$ cat config.mk
export PLATFORM = sky130hd
export DESIGN_NAME = wsds_cell
export DESIGN_NICKNAME = d
export VERILOG_FILES = /design/src/rtl/core/window_squared_difference_sum_assert.svh /design/src/rtl/core/wsds_pkg.sv /design/src/rtl/core/wsds_cell.sv
export SDC_FILE = /design/constraint.sdc
export NUM_CORES = 1
export LEC_CHECK = 0
export ABC_AREA = 1
export BUFFER_PORTS_ARGS = -buffer_cell sky130_fd_sc_hd__buf_2
export CAP_MARGIN = 5
export CORE_UTILIZATION = 30
export CTS_BUF_LIST = sky130_fd_sc_hd__clkbuf_8
export DETAILED_ROUTE_END_ITERATION = 10
export GPL_TIMING_DRIVEN = 0
export PLACE_DENSITY_LB_ADDON = 0.12
export SETUP_SLACK_MARGIN = 0.15
export SYNTH_ARGS = -nofsm -noshare
export SYNTH_HDL_FRONTEND = slang
export SYNTH_SLANG_ARGS = --single-unit
$ cat constraint.sdc
create_clock -name clk -period 22.7 [get_ports clk]
set_input_delay 1.135 -clock clk [delete_from_list [all_inputs] [get_ports clk]]
set_output_delay 1.135 -clock clk [all_outputs]
set_load 0.01 [all_outputs]
$ cat src/rtl/core/window_squared_difference_sum_assert.svh
// Assertion macros for the window squared-difference sum RTL, used by wsds_accum.
// Uses the clk and rst names of the including module; no other dependencies.
`ifndef WINDOW_SQUARED_DIFFERENCE_SUM_ASSERT_SVH
`define WINDOW_SQUARED_DIFFERENCE_SUM_ASSERT_SVH

// Same-cycle implication, checked at every rising edge outside reset.
`define WSDS_ASSERT_IMPL(label, ante, cons, msg) \
  label: assert property (@(posedge clk) disable iff (rst) (ante) |-> (cons)) \
    else $error(msg);

// Next-cycle implication, checked at every rising edge outside reset.
`define WSDS_ASSERT_NEXT(label, ante, cons, msg) \
  label: assert property (@(posedge clk) disable iff (rst) (ante) |=> (cons)) \
    else $error(msg);

`endif

$ cat src/rtl/core/wsds_pkg.sv
// Package for the window squared-difference sum: sizes, types, register codes.
// Used by every RTL module of the block; depends on nothing.
`default_nettype none

package wsds_pkg;

  localparam int WINDOW_MAX  = 64;
  localparam int SAMPLE_BITS = 16;

  localparam int CELLS   = WINDOW_MAX - 1;
  localparam int REM_W   = $clog2(WINDOW_MAX);
  localparam int K_W     = 7;
  localparam int SQ_W    = 2 * SAMPLE_BITS;
  localparam int PSUM_W  = SQ_W + $clog2(WINDOW_MAX);
  localparam int STAT_W  = 64;
  localparam int DATA_W  = 32;
  localparam int ADDR_W  = 2;

  localparam logic [K_W-1:0]    K_RESET       = K_W'(2);
  localparam logic [ADDR_W-1:0] ADDR_WINDOW_K = ADDR_W'(0);

  typedef logic signed [SAMPLE_BITS-1:0] sample_t;
  typedef logic [SQ_W-1:0]               sq_t;
  typedef logic [PSUM_W-1:0]             psum_t;
  typedef logic [STAT_W-1:0]             stat_t;
  typedef logic [REM_W-1:0]              rem_t;

  // One transaction as it travels down the chain of cells.
  typedef struct packed {
    logic    v;     // stage holds a transaction
    logic    last;  // final sample of the data set
    logic    keep;  // window of two or more in force for this sample
    rem_t    rem;   // window positions still to compare
    sample_t s;     // the new sample
    sample_t c;     // history value displaced by the previous cell
    logic    cv;    // displaced value is filled
    sq_t     sq;    // square from the previous cell, not yet summed
    psum_t   psum;  // partial sum of earlier squares
  } item_t;

endpackage

`default_nettype wire

$ cat src/rtl/core/wsds_cell.sv
// One comparison cell: holds one history entry and one pipeline stage.
// Depends on wsds_pkg.
`default_nettype none

module wsds_cell (
  input  logic           clk,
  input  logic           rst,
  input  logic           adv,
  input  wsds_pkg::item_t up,
  output wsds_pkg::item_t down
);
  import wsds_pkg::*;

  sample_t                h;
  logic                   hv;
  item_t                  q;
  item_t                  q_next;
  logic                   include_h;
  logic signed [SAMPLE_BITS:0] diff;
  logic [SAMPLE_BITS:0]   mag;
  logic [SAMPLE_BITS-1:0] mag_lo;
  sq_t                    sq_full;

  // Square the distance to the stored entry when it lies inside the window.
  always_comb begin
    include_h = hv && (up.rem != '0);
    diff      = {h[SAMPLE_BITS-1], h} - {up.s[SAMPLE_BITS-1], up.s};
    mag       = diff[SAMPLE_BITS] ? (SAMPLE_BITS+1)'(-diff) : (SAMPLE_BITS+1)'(diff);
    mag_lo    = mag[SAMPLE_BITS-1:0];
    sq_full   = mag_lo * mag_lo;
  end

  always_comb begin
    q_next      = up;
    q_next.rem  = (up.rem != '0) ? up.rem - REM_W'(1) : '0;
    q_next.c    = h;
    q_next.cv   = hv;
    q_next.sq   = include_h ? sq_full : '0;
    q_next.psum = up.psum + PSUM_W'(up.sq);
  end

  always_ff @(posedge clk) begin
    if (rst) begin
      q.v <= 1'b0;
      hv  <= 1'b0;
    end else if (adv) begin
      q <= q_next;
      // Take the neighbor's entry; drop it when the set ends.
      if (up.v) begin
        hv <= up.cv && !up.last;
      end
    end
  end

  always_ff @(posedge clk) begin
    if (adv && up.v) begin
      h <= up.c;
    end
  end

  assign down = q;

endmodule

`default_nettype wire

==> results.ini <==
[worst_setup_path]
cp.arrival_ns=9.31
worstPathMaxFanout=10
crit_buf_inv=8
max_stage_delay_ns=0.58
crit_family=adder cells
criticalPathCategory=primary input to flop
required_ns=22.99
cp-start-kind=primary input
worst_path_max_delay_cell=fa_1
cp-end-kind=flop

[worst_hold_path]
hold_class=flop to flop

[sta]
slew_headroom=0.4886
fmax_mhz=110.8
setup-violations-final=0
finClkSkew_ns=0.01663
final.setup.tns_ns=0
timing.final.crit_share=0.3976
rsz0062_at_grt=no
slew_violations=0
worst_pin_slew_ns=0.7663
final_hold_viol_count=0
final.min_clock_period_ns=9.026

[floorplanning]
dieWidth_um=225.6
start_util=0.3050
io_pins=227
row_count=81
die_area_mm2=0.05088
fp.coreArea_mm2=0.04915
fp.dieH_um=225.6

[clock_tree]
clk_latency_ns=0.53
ctsResizeCount=0
clkTransAtPathRegs_ns=0.10
cts_sinks=128
post_cts_buffers=0
cts_buffers=17
cts-root-buf=clkbuf_8
ctsHoldBuffers=0
cts_tree=built
clockBufferDepth=2
h-tree-depth=4

[finish]
final_layout_size_suffix_gt1_frac=0.1800
antenna_cells=0
finish.utilization=0.3540
area_growth_pct=16.05
fin_nets=2409
fin_cells=2658

[route]
ant_nets=0
dr_total_vias=11890
routedLengthMet1_um=18400
totalWireLength_um=40920
wl_per_cell_um=15.40
route.met3.wl_um=1885
firstDrtPassIters=5
wl_met2_um=20020
drc=0
drt_iter0_markers=436
vias_per_cell=4.473
top_layer=met4

[grt]
grt.overflow.total=0
grt_util_all_layers=0.1714
antenna_found_initial=0
grt_max_degree=34
first_global_vias=12628
grt_pass1_wl_um=66830

[logic_synthesis]
yosys_warnings=0
yosysUniqueCellTypes=54
syn_avg_cell_area_um2=8.647
synth_nets=2162
yosysSeqAreaShare=0.2550
ys_seq_elements=128
postSynthCellCount=1734
synth_area_mm2=0.01499

[placed_design]
dp.cells=2626
gp_congestion=0.8855
hpwl_um=34880
port_buffers=225

[flow_run]
drv_cap=0

[status]
status=completed

[final timing paths]
kind	cells past startpoint	slack [ns]	from	endpoint
worst min register to register	0	0.46	h[7]	down[78]
worst max register to register	38	14.01	h[0]	down[63]
worst max-delay path	38	13.67	up[87]	down[63]
worst min-delay path	0	0.46	h[7]	down[78]
[Yosys cell counts, drive strengths merged]
master	instances	share of area
a211oi	3	0.0015
a21boi	1	0.00050
a21o	7	0.0035
a21oi	112	0.038
a221oi	1	0.00058
a31o	1	0.00058
a31oi	7	0.0029
a41oi	2	0.0012
and2	2	0.00083
buf	14	0.0080
clkbuf	4	0.0010
conb	1	0.00025
dfxtp	2	0.0027
edfxtp	126	0.25
fa	166	0.22
ha	147	0.12
inv	397	0.10
nand2	316	0.085
nand3	59	0.022
nand3b	2	0.0010
nand4	20	0.0083
nor2	189	0.052
nor3	11	0.0043
nor3b	1	0.00050
nor4	3	0.0013
o211ai	3	0.0015
o21a	8	0.0040
o21ai	68	0.024
o21bai	3	0.0015
o221ai	2	0.0012
o31ai	2	0.0010
or2	5	0.0023
xnor2	20	0.012
xor2	29	0.020
[routing by layer]
layer,track usage,up-vias
met5,0,-
met3,0.04068,36
met2,0.2905,209
met4,0.04499,0
met1,0.2175,5669
li1,-,5976
[registers in the layout, summed over array words and instances (netlist names)]
signal / flops
h: 16
down: 111
hv: 1
[worst reg2reg max path, delay by kind of cell (launching register included)]
family          cells  cell delay, ns
fa+ha+maj           9            4.24
simple gates       16            1.66
compound gates      5            1.22
buf+inv             8            0.95
flops               1            0.36
[cells by family (layout without fill, tap and decap cells)]
group | count (synthesis) | in the layout | share of synthesized area
xor gates and xnor gates | 49 | 49 | 0.03213
DFF | 128 | 128 | 0.2550
and+or+nand+nor | 608 | 608 | 0.1775
AOI/OAI and AO/OA | 220 | 220 | 0.08153
other | 1 | 1 | 0.0002501
buffers and inverters | 415 | 675 | 0.1092
adders and majority gates | 313 | 313 | 0.3443
[cell usage in the layout, fill, tap and decap left out, types with 19 or more instances in the layout]
cell,instances
xnor2_1,19
buf_2,228
ha_1,147
fa_1,166
inv_1,376
nand4_1,20
nor2_1,168
edfxtp_1,126
o21ai_0,61
xor2_1,26
nand2_1,295
a21oi_1,111
nand3_1,51
[per-stage QoR]
step	area (um^2)	worst slack, ns	hold WS [ns]
after floorplan	14990	14.49	0.4264
after global placement	16950	13.10	0.4424
after detailed placement	17020	13.10	0.4423
after CTS	17400	13.67	0.4626
after global routing	17400	13.09	0.4682
final	17400	13.67	0.4604
[final cells by class]
| type | instances | area [um^2] |
|---|---|---|
| clock buffer | 17 | 234.0 |
| sequential | 128 | 3824 |
| timing repair buffer | 228 | 1186 |
| clock inverter | 15 | 147.6 |
| buffer | 18 | 135.1 |
| multi-input combinational | 1191 | 9539 |
| inverter | 397 | 1503 |
| tap | 664 | 830.8 |
| fill | 5221 | 31750 |
Power is left out: the tool's default activity adds up to more than one toggle a clock period on the data nets, which glitch-free logic cannot reach.
