--- config.mk ---
export PLATFORM = sky130hd
export DESIGN_NAME = wsds_accum
export DESIGN_NICKNAME = d
export VERILOG_FILES = /design/src/rtl/core/wsds_pkg.sv /design/src/rtl/core/wsds_accum.sv
export VERILOG_INCLUDE_DIRS = /design/src /design/src/rtl/core
export SDC_FILE = /design/constraint.sdc
export NUM_CORES = 1
export LEC_CHECK = 0
export ABC_AREA = 1
export BUFFER_PORTS_ARGS = -buffer_cell sky130_fd_sc_hd__buf_2
export CORE_MARGIN = 4
export CORE_UTILIZATION = 54
export CTS_CLUSTER_DIAMETER = 30
export DETAILED_ROUTE_END_ITERATION = 6
export GPL_TIMING_DRIVEN = 0
export PLACE_DENSITY = 0.79
export SLEW_MARGIN = 20
export SYNTH_ARGS = -nofsm -noshare
export SYNTH_HDL_FRONTEND = slang
export SYNTH_SLANG_ARGS = --single-unit
--- constraint.sdc ---
create_clock -name clk -period 2.84 [get_ports clk]
set_clock_uncertainty 0.2 [all_clocks]
set_input_delay 0.426 -clock clk [delete_from_list [all_inputs] [get_ports clk]]
set_output_delay 0.426 -clock clk [all_outputs]
set_load 0.05 [all_outputs]
--- src/rtl/core/window_squared_difference_sum_assert.svh ---
// Assertion macros for the window squared-difference sum RTL, used by wsds_accum.
// Uses the clk and rst names of the including module; no other dependencies.
`ifndef WINDOW_SQUARED_DIFFERENCE_SUM_ASSERT_SVH
`define WINDOW_SQUARED_DIFFERENCE_SUM_ASSERT_SVH

// Same-cycle implication, checked at every rising edge outside reset.
`define WSDS_ASSERT_IMPL(label, ante, cons, msg) \
  label: assert property (@(posedge clk) disable iff (rst) (ante) |-> (cons)) \
    else $error(msg);

// Next-cycle implication, checked at every rising edge outside reset.
`define WSDS_ASSERT_NEXT(label, ante, cons, msg) \
  label: assert property (@(posedge clk) disable iff (rst) (ante) |=> (cons)) \
    else $error(msg);

`endif

--- src/rtl/core/wsds_pkg.sv ---
// Package for the window squared-difference sum: sizes, types, register codes.
// Used by every RTL module of the block; depends on nothing.
`default_nettype none

package wsds_pkg;

  localparam int WINDOW_MAX  = 64;
  localparam int SAMPLE_BITS = 16;

  localparam int CELLS   = WINDOW_MAX - 1;
  localparam int REM_W   = $clog2(WINDOW_MAX);
  localparam int K_W     = 7;
  localparam int SQ_W    = 2 * SAMPLE_BITS;
  localparam int PSUM_W  = SQ_W + $clog2(WINDOW_MAX);
  localparam int STAT_W  = 64;
  localparam int DATA_W  = 32;
  localparam int ADDR_W  = 2;

  localparam logic [K_W-1:0]    K_RESET       = K_W'(2);
  localparam logic [ADDR_W-1:0] ADDR_WINDOW_K = ADDR_W'(0);

  typedef logic signed [SAMPLE_BITS-1:0] sample_t;
  typedef logic [SQ_W-1:0]               sq_t;
  typedef logic [PSUM_W-1:0]             psum_t;
  typedef logic [STAT_W-1:0]             stat_t;
  typedef logic [REM_W-1:0]              rem_t;

  // One transaction as it travels down the chain of cells.
  typedef struct packed {
    logic    v;     // stage holds a transaction
    logic    last;  // final sample of the data set
    logic    keep;  // window of two or more in force for this sample
    rem_t    rem;   // window positions still to compare
    sample_t s;     // the new sample
    sample_t c;     // history value displaced by the previous cell
    logic    cv;    // displaced value is filled
    sq_t     sq;    // square from the previous cell, not yet summed
    psum_t   psum;  // partial sum of earlier squares
  } item_t;

endpackage

`default_nettype wire

--- src/rtl/core/wsds_accum.sv ---
// Running total with saturation and the result register at the chain's end.
// Depends on wsds_pkg and window_squared_difference_sum_assert.svh.
`default_nettype none
`include "window_squared_difference_sum_assert.svh"

module wsds_accum (
  input  logic            clk,
  input  logic            rst,
  input  logic            adv,
  input  wsds_pkg::item_t  tail,
  output logic            result_valid,
  output wsds_pkg::stat_t  statistic,
  output logic            saturated
);
  import wsds_pkg::*;

  logic        a_v;
  logic        a_last;
  logic        a_keep;
  psum_t       a_sum;
  stat_t       total;
  stat_t       total_next;
  logic        ov;
  logic        ov_next;
  logic [STAT_W:0] wide_sum;

  always_comb begin
    wide_sum   = {1'b0, total} + (STAT_W+1)'(a_sum);
    ov_next    = ov || wide_sum[STAT_W];
    total_next = ov_next ? '1 : wide_sum[STAT_W-1:0];
  end

  // Fold in the last cell's square.
  always_ff @(posedge clk) begin
    if (rst) begin
      a_v <= 1'b0;
    end else if (adv) begin
      a_v <= tail.v;
    end
  end

  always_ff @(posedge clk) begin
    if (adv) begin
      a_last <= tail.last;
      a_keep <= tail.keep;
      a_sum  <= tail.psum + PSUM_W'(tail.sq);
    end
  end

  // Accumulate; on the last sample hand out the result and clear.
  always_ff @(posedge clk) begin
    if (rst) begin
      total        <= '0;
      ov           <= 1'b0;
      result_valid <= 1'b0;
    end else if (adv) begin
      result_valid <= a_v && a_last;
      if (a_v) begin
        if (a_last) begin
          total <= '0;
          ov    <= 1'b0;
        end else begin
          total <= total_next;
          ov    <= ov_next;
        end
      end
    end
  end

  always_ff @(posedge clk) begin
    if (adv && a_v && a_last) begin
      statistic <= a_keep ? total_next : '0;
      saturated <= a_keep && ov_next;
    end
  end

  `WSDS_ASSERT_IMPL(a_sat_pins_max, ov, total == '1, "saturation flag set below maximum")
  `WSDS_ASSERT_NEXT(a_clear_on_last, adv && a_v && a_last, total == '0 && !ov,
                    "total not cleared after last sample")
  `WSDS_ASSERT_NEXT(a_short_window_zero, adv && a_v && a_last && !a_keep,
                    result_valid && statistic == '0 && !saturated,
                    "short window result not zero")

endmodule

`default_nettype wire

==> summary.md, run 1 <==
| Metric | Value |
|---|---|
| Initial DRT Pass Iterations | `7` |
| DR vias/cell | `5.521` |
| Overflow after GRT | `0` |
| Sequential area share after synthesis | `34.31%` |
| Antenna Cells | `0` |
| FF/Latch Area | `4494 um^2` |
| Placement Rows | `56` |
| Iteration-0 DRC Markers | `1292` |
| Top post-synthesis cells by area | `edfxtp_1 (24%), nand2_1 (20%), dfxtp_1 (10%)` |
| # fillers | `between 2k and 2.5k` |
| Grt met3 use | `5.596%` |
| CP required | `2850 ps` |
| Setup violations, final | `94` |
| Kind of critical path | `register to register` |
| Syn avg cell area | `6.727 um^2` |
| Proportion of layout cells with a drive suffix above 1 | `20.28%` |
| Drt wl/cell | `18.56 um` |
| Placed cell areas | `14220 um^2` |
| # IOs | `around 180` |
| CTS H-tree lvls | `4` |
| Vias in the first global route | `12.55k` |
| Max incr delay on CP | `500 ps` |
| Initial Utilization | `55.30%` |
| Leakage | `7.749 nW` |
| Clock transition at path regs | `80 ps` |
| Warnings, synthesis | `0` |
| First-pass GRT wire length | `67110 um` |
| Most Used Layer, Global Route | `met2` |
| CP max stage cell | `edfxtp_1` |
| Remaining antenna violation count | `0` |
| Syn Nets | `2134` |
| Relative slew slack | `24.21%` |
| Die height | `163.7 um` |
| Routed WL | `45720 um` |
| Fin. max-slew vios | `0` |
| Worst-path cell chain | `ha_4 > fa_2 > nand2_2 > nand2_1 > nand3b_1 > nand2_2 > nand2_2 > nand2_4 > nand2_4 > nand2_4 > nand2_4 > nand2_4 > nor2_8 > buf_12 > buf_12 > clkbuf_16 > nand2_2 > nand2_1 > inv_1` |
| Area of the multi-input gates | `around 8000 um^2` |
| CTS root buf | `clkbuf_16` |
| Setup TNS | `-5712 ps` |
| CTS sink cnt | `172` |
| DRC | `2` |
| FF+latch count, synth | `172` |
| CTS tree | `yes` |
| Synth Area in Compound Gates | `between 10% and 20%` |
| Area share of the largest cell type after synthesis | `24.07%` |
| Place WS | `-589.7 ps` |
| Pin count of the biggest net entering global routing | `44` |
| RSZ-0062 raised after global routing | `true` |
| Xor/xnor share of the synthesized area | `4.079%` |
| Fin. Hold Viols | `0` |
| Overall Global Routing Usage | `32.58%` |
| Mapped Area | `about 13000 um^2` |
| VDD IR max | `0.0002762 V` |
| Power after layout | `about 7.1 mW` |
| Number of port buffers | `between 100 and 150` |
| R2R cell count | `19` |
| Layout Nets | `2319` |
| Status | `finished with violations` |
| Final period util | `104.7%` |
| Final Non-Filler Cells | `roughly 2.5k` |
| Hold depth | `3` |
| Die footprint | `roughly 27000 um^2` |
| Crit Path Max Fanout | `5` |
| Met1 Use GR | `43.21%` |
| Worst-Margin Slew | `1137 ps` |
| MaxCap Viol Count | `0` |
| Count of cell types in the netlist | `46` |
| Fin area | `16090 um^2` |
| Pwr Density | `442.0 nW/um^2` |
| Worst setup margin | `-134.2 ps` |
| Mux cell area share after synthesis | `0%` |
| Placer Congestion | `1.032` |
| CP endpoint kind | `register` |
| Post-synthesis adder-cell area fraction | `about 7%` |
| Dpl cells | `2407` |
| Data arrival time of the critical path | `2980 ps` |
| Crit path top cell by count | `nand2_4` |
| Simple-gate share of the synthesized area | `32.81%` |
| Area grow syn2layout | `22.82%` |
| Core area | `23680 um^2` |
| Type of origin of the critical path | `register` |
| F_max | `336.2 MHz` |
| Initial antenna violation count | `0` |
| HPWL after DPL | `35530 um` |
| Worst-Skew Late Latency | `440 ps` |
| Cts bufs inserted | `17` |
| Cell count after synthesis | `1947` |
| Via count of the routed design | `13.60k` |
| Cell accounting for the most synthesized area | `edfxtp_1` |
| GRT met2 Usage | `53.27%` |
| Util after Layout | `around 68%` |
| Worst Hold Class | `input port to register` |
| Failing checks | `design-rule violations, negative setup slack` |
| WHS | `49.50 ps` |
| Post-route minimum period | `2974 ps` |
| Largest family of logic cells by synthesized area | `simple AND/OR/NAND/NOR gates` |
| Max clock buf depth | `2` |
| Die Wd | `between 150 and 200 um` |
## repair_timing
item                                   in CTS  in global routing
buffers inserted                           10                  9
cloned                                      0                  5
resized for setup                          24                196
pin swaps                                   7                 22
hold buffers                                2                  0
endpoints found under the hold margin       2                  0
setup endpoints to repair                 169                129
## cells by family (layout without fill, tap and decap cells)
group                    count (synthesis)  after routing
flip-flops                             172            172
buffers and inverters                  357            555
AO/OA/AOI/OAI                          254            254
adder cells (fa/ha/maj)                 72             72
AND/OR/NAND/NOR                       1031           1031
XOR/XNOR                                61             61
## worst paths after layout
check	slack [ps]	end	start
worst max-delay path	-130	statistic[5]	a_sum[0]
worst min-delay path	50	a_v	tail[111]
worst max register to register	-130	statistic[5]	a_sum[0]
worst min register to register	270	total[22]	total[22]
## metal layers
metal / up-vias / wire length, um
li1: 6596 / -
met1: 6242 / 18820
met2: 656 / 20830
met3: 110 / 4000
met4: 0 / 2075
met5: - / 0
## power breakdown
| part | internal [mW] | switching [mW] |
|---|---|---|
| combinational | 0.615 | 1.19 |
| sequential | 2.81 | 0.0763 |
| clock | 1.26 | 1.15 |
| total | 4.69 | 2.42 |
## registers in the layout, summed over array words and instances, names as in the netlist
| register | cells |
|---|---|
| saturated | 1 |
| ov | 1 |
| statistic | 64 |
| a_sum | 38 |
| a_last | 1 |
| a_v | 1 |
| a_keep | 1 |
| total | 64 |
| result_valid | 1 |
## cells in the mapped netlist, drive strengths merged
master   instances
a211oi           1
a31oi           36
o211ai           1
clkbuf          21
xor2            23
buf             17
ha              70
inv            317
nor2           149
and2             4
fa               2
a21boi           3
a21o             7
dfxtp           67
o21a             3
a22oi            1
xnor2           38
nand3          102
edfxtp         105
a221oi           2
nor3            22
nand3b           6
o21bai           6
a31o             1
o21ai           51
a21oi          140
nand4           26
nand2          722
o2111ai          2
clkinv           2
## cell usage in the layout, fill, tap and decap left out, types with 6 or more instances in the layout
cell / Yosys / final
o21ai_0: 50 / 45
nor2_4: 0 / 6
inv_1: 302 / 299
nand3_2: 10 / 14
nor2_2: 5 / 17
buf_2: 9 / 144
o21ai_1: 1 / 6
nand4_1: 26 / 26
clkbuf_1: 21 / 20
a31oi_4: 0 / 13
buf_12: 1 / 11
clkbuf_16: 0 / 22
a21oi_2: 16 / 46
nand2_2: 21 / 53
ha_1: 70 / 60
nand3_1: 92 / 84
dfxtp_1: 67 / 67
nor3_1: 20 / 20
a21oi_1: 124 / 94
xnor2_2: 0 / 6
o21bai_1: 6 / 6
a21o_1: 7 / 7
a31oi_1: 36 / 21
edfxtp_1: 105 / 105
nand2_4: 3 / 25
xor2_1: 23 / 23
inv_2: 15 / 17
nor2_1: 143 / 125
ha_2: 0 / 7
xnor2_1: 38 / 31
nand2_1: 698 / 644
buf_4: 2 / 15
## worst max-delay path: cells and delay by family (launching register included)
kind	cells	cell delay (ps)
adder cells (fa/ha/maj)	2	580
buffers and inverters	4	430
flip-flops	1	500
AND/OR/NAND/NOR	13	1020
## layout make-up
cell class	count	share of cell area, %
Clock inverter	15	1.073
Multi-Input combinational cell	1418	49.97
Buffer	37	1.758
Inverter	319	7.459
Timing Repair Buffer	167	6.673
Tap cell	319	2.481
Sequential cell	172	27.94
Clock buffer	17	2.644
(Power assumes the default switching activity.)
==> inputs of run 2 (changes only) <==
Settings changed: PLACE_DENSITY 0.79 to 0.77.
==> summary.md, run 2 (synthesis results as in run 1) <==
| Metric | Value |
|---|---|
| Drt wl/cell | `18.48 um (-0.40%)` |
| CTS H-tree lvls | `4 (unchanged)` |
| Pin count of the biggest net entering global routing | `44 (unchanged)` |
| Proportion of layout cells with a drive suffix above 1 | `16.30% (-4.0 points)` |
| Relative slew slack | `34.01% (+9.8 points)` |
| Placement Rows | `56 (unchanged)` |
| Core area | `23680 um^2 (unchanged)` |
| Initial Utilization | `55.30% (unchanged)` |
| Setup violations, final | `105 (+12%)` |
| DRC | `0 (-2)` |
| Initial antenna violation count | `0 (unchanged)` |
| Fin. Hold Viols | `0 (unchanged)` |
| Die Wd | `163.7 um (unchanged)` |
| CTS tree | `yes` |
| Clock transition at path regs | `70 ps (about the same)` |
| Initial DRT Pass Iterations | `6 (-1)` |
| First-pass GRT wire length | `68730 um (+2.4%)` |
| Power after layout | `7.028 mW (-1.2%)` |
| HPWL after DPL | `35740 um (+0.58%)` |
| MaxCap Viol Count | `0 (unchanged)` |
| F_max | `331.4 MHz (-1.4%)` |
| Via count of the routed design | `13.56k (-0.32%)` |
| Place WS | `-561.4 ps (+28.23 ps)` |
| Leading cell type in the layout, fill and taps excluded | `nand2_1` |
| Type of origin of the critical path | `register` |
| CP endpoint kind | `register` |
| Fin. max-slew vios | `0 (unchanged)` |
| Data arrival time of the critical path | `3020 ps (+40 ps)` |
| Die height | `163.7 um (unchanged)` |
| Pwr Density | `453.0 nW/um^2 (+2.5%)` |
| Iteration-0 DRC Markers | `1378 (+6.7%)` |
| Worst setup margin | `-177.9 ps (-43.75 ps)` |
| CP required | `2840 ps (about the same)` |
| Worst-path cell chain | `ha_4 > fa_2 > nand2_2 > nand2_1 > nand3b_1 > nand2_2 > nand2_2 > nand2_4 > nand2_4 > nand2_4 > nand2_4 > nand2_4 > nor2_8 > buf_12 > buf_12 > buf_12 > nand2_4 > nand2_2 > inv_1` |
| Vias in the first global route | `12.68k (+1.0%)` |
| Max clock buf depth | `2 (unchanged)` |
| Number of port buffers | `140 (unchanged)` |
| Remaining antenna violation count | `0 (unchanged)` |
| VDD IR max | `0.0003714 V (+34%)` |
| Routed WL | `45460 um (-0.57%)` |
| Cts bufs inserted | `17 (unchanged)` |
| Worst Hold Class | `input port to register` |
| Layout Nets | `2315 (-0.17%)` |
| Kind of critical path | `register to register` |
| Largest regs | `statistic x64, total x64, a_sum x38` |
| Final period util | `106.3% (+1.5 points)` |
| DR vias/cell | `5.513 (-0.15%)` |
| RSZ-0062 raised after global routing | `true` |
| CP max stage cell | `edfxtp_1` |
| Overall Global Routing Usage | `33.50% (+0.92 points)` |
| Worst-Skew Late Latency | `450 ps (about the same)` |
| Failing checks | `negative setup slack` |
| Placer Congestion | `1.019 (-1.2%)` |
| Worst-Margin Slew | `989.9 ps (-147.0 ps)` |
| Die footprint | `26810 um^2 (unchanged)` |
| CTS root buf | `clkbuf_16` |
| Crit Path Max Fanout | `5 (unchanged)` |
| Post-route minimum period | `3018 ps (+43.75 ps)` |
| Overflow after GRT | `0 (unchanged)` |
| Crit path top cell by count | `nand2_4` |
| Max incr delay on CP | `480 ps (-20 ps)` |
| Area grow syn2layout | `18.44%` |
| # IOs | `181 (unchanged)` |
| Leakage | `7.624 nW (-1.6%)` |
| Antenna Cells | `0 (unchanged)` |
| Most frequent cells in the layout | `nand2_1 (666), inv_1 (301), buf_2 (144)` |
| Status | `finished with violations` |
| CTS sink cnt | `172 (unchanged)` |
[run 2: cell count changes in the layout (fill, tap and decap cells not counted), sizes merged]
| cell | delta |
|---|---|
| buf | -1 |
| clkbuf | -1 |
| clkinvlp | +1 |
| clkinv | -1 |
| bufinv | +1 |
| inv | -3 |
[run 2: final cells by class]
class                      count  area [um^2]
multi-input combinational   1418         7587
inverter                     319         1200
sequential                   172         4494
tap                          319        399.1
timing repair buffer         163         1001
clock buffer                  19        432.9
clock inverter                13        158.9
fill                        2155         8170
buffer                        37        239.0
[run 2: path summary, 6_finish.rpt]
kind                            startpoint            end  slack (ps)  cells after the start
worst max-delay path              a_sum[0]  statistic[13]        -180                     19
worst min-delay path             tail[111]            a_v          60                      3
worst max register to register    a_sum[0]  statistic[13]        -180                     19
worst min register to register   total[34]      total[34]         270                      2
[run 2: stage by stage]
step	hold WS (ps)	instance area, um^2	setup TNS, ps	instances	utilization [%]
floorplan	249.1	13100	0	1947	-
global placement	255.8	14200	-167970	2406	59.95
detailed placement	259.4	14220	-72890	2407	60.05
CTS	79.13	15230	-4956	2457	64.30
global route	80.07	15510	-14340	2460	65.50
finish	58.43	15510	-5633	2460	65.50
[run 2: report_power, final]
part	total (mW)	leakage (nW)	internal [mW]	switching, mW
Combinational	1.71	5.74	0.569	1.14
Clock	2.42	0.288	1.33	1.10
Sequential	2.89	1.59	2.81	0.0758
Total	7.03	7.62	4.71	2.32
[run 2: metal layers]
layer / track usage, % / routed length (um)
met5: 0 / 0
met4: 13.88 / 1950
met3: 4.969 / 3684
met2: 54.89 / 21000
met1: 44.54 / 18830
[run 2: what timing repair did]
| action | in CTS | in global routing |
|---|---|---|
| gates cloned | 1 | 1 |
| pin swaps | 8 | 7 |
| resized for setup | 55 | 61 |
| buffers inserted | 15 | 3 |
| hold endpoints to repair | 2 | 0 |
| hold buffers | 2 | 0 |
| setup endpoints to repair | 169 | 130 |
[run 2: critical path: cells and delay by family (launching register included)]
family	cells	cell delay, ps
buffers and inverters	4	450
adder cells (fa/ha/maj)	2	580
AND/OR/NAND/NOR	13	1070
flip-flops	1	480
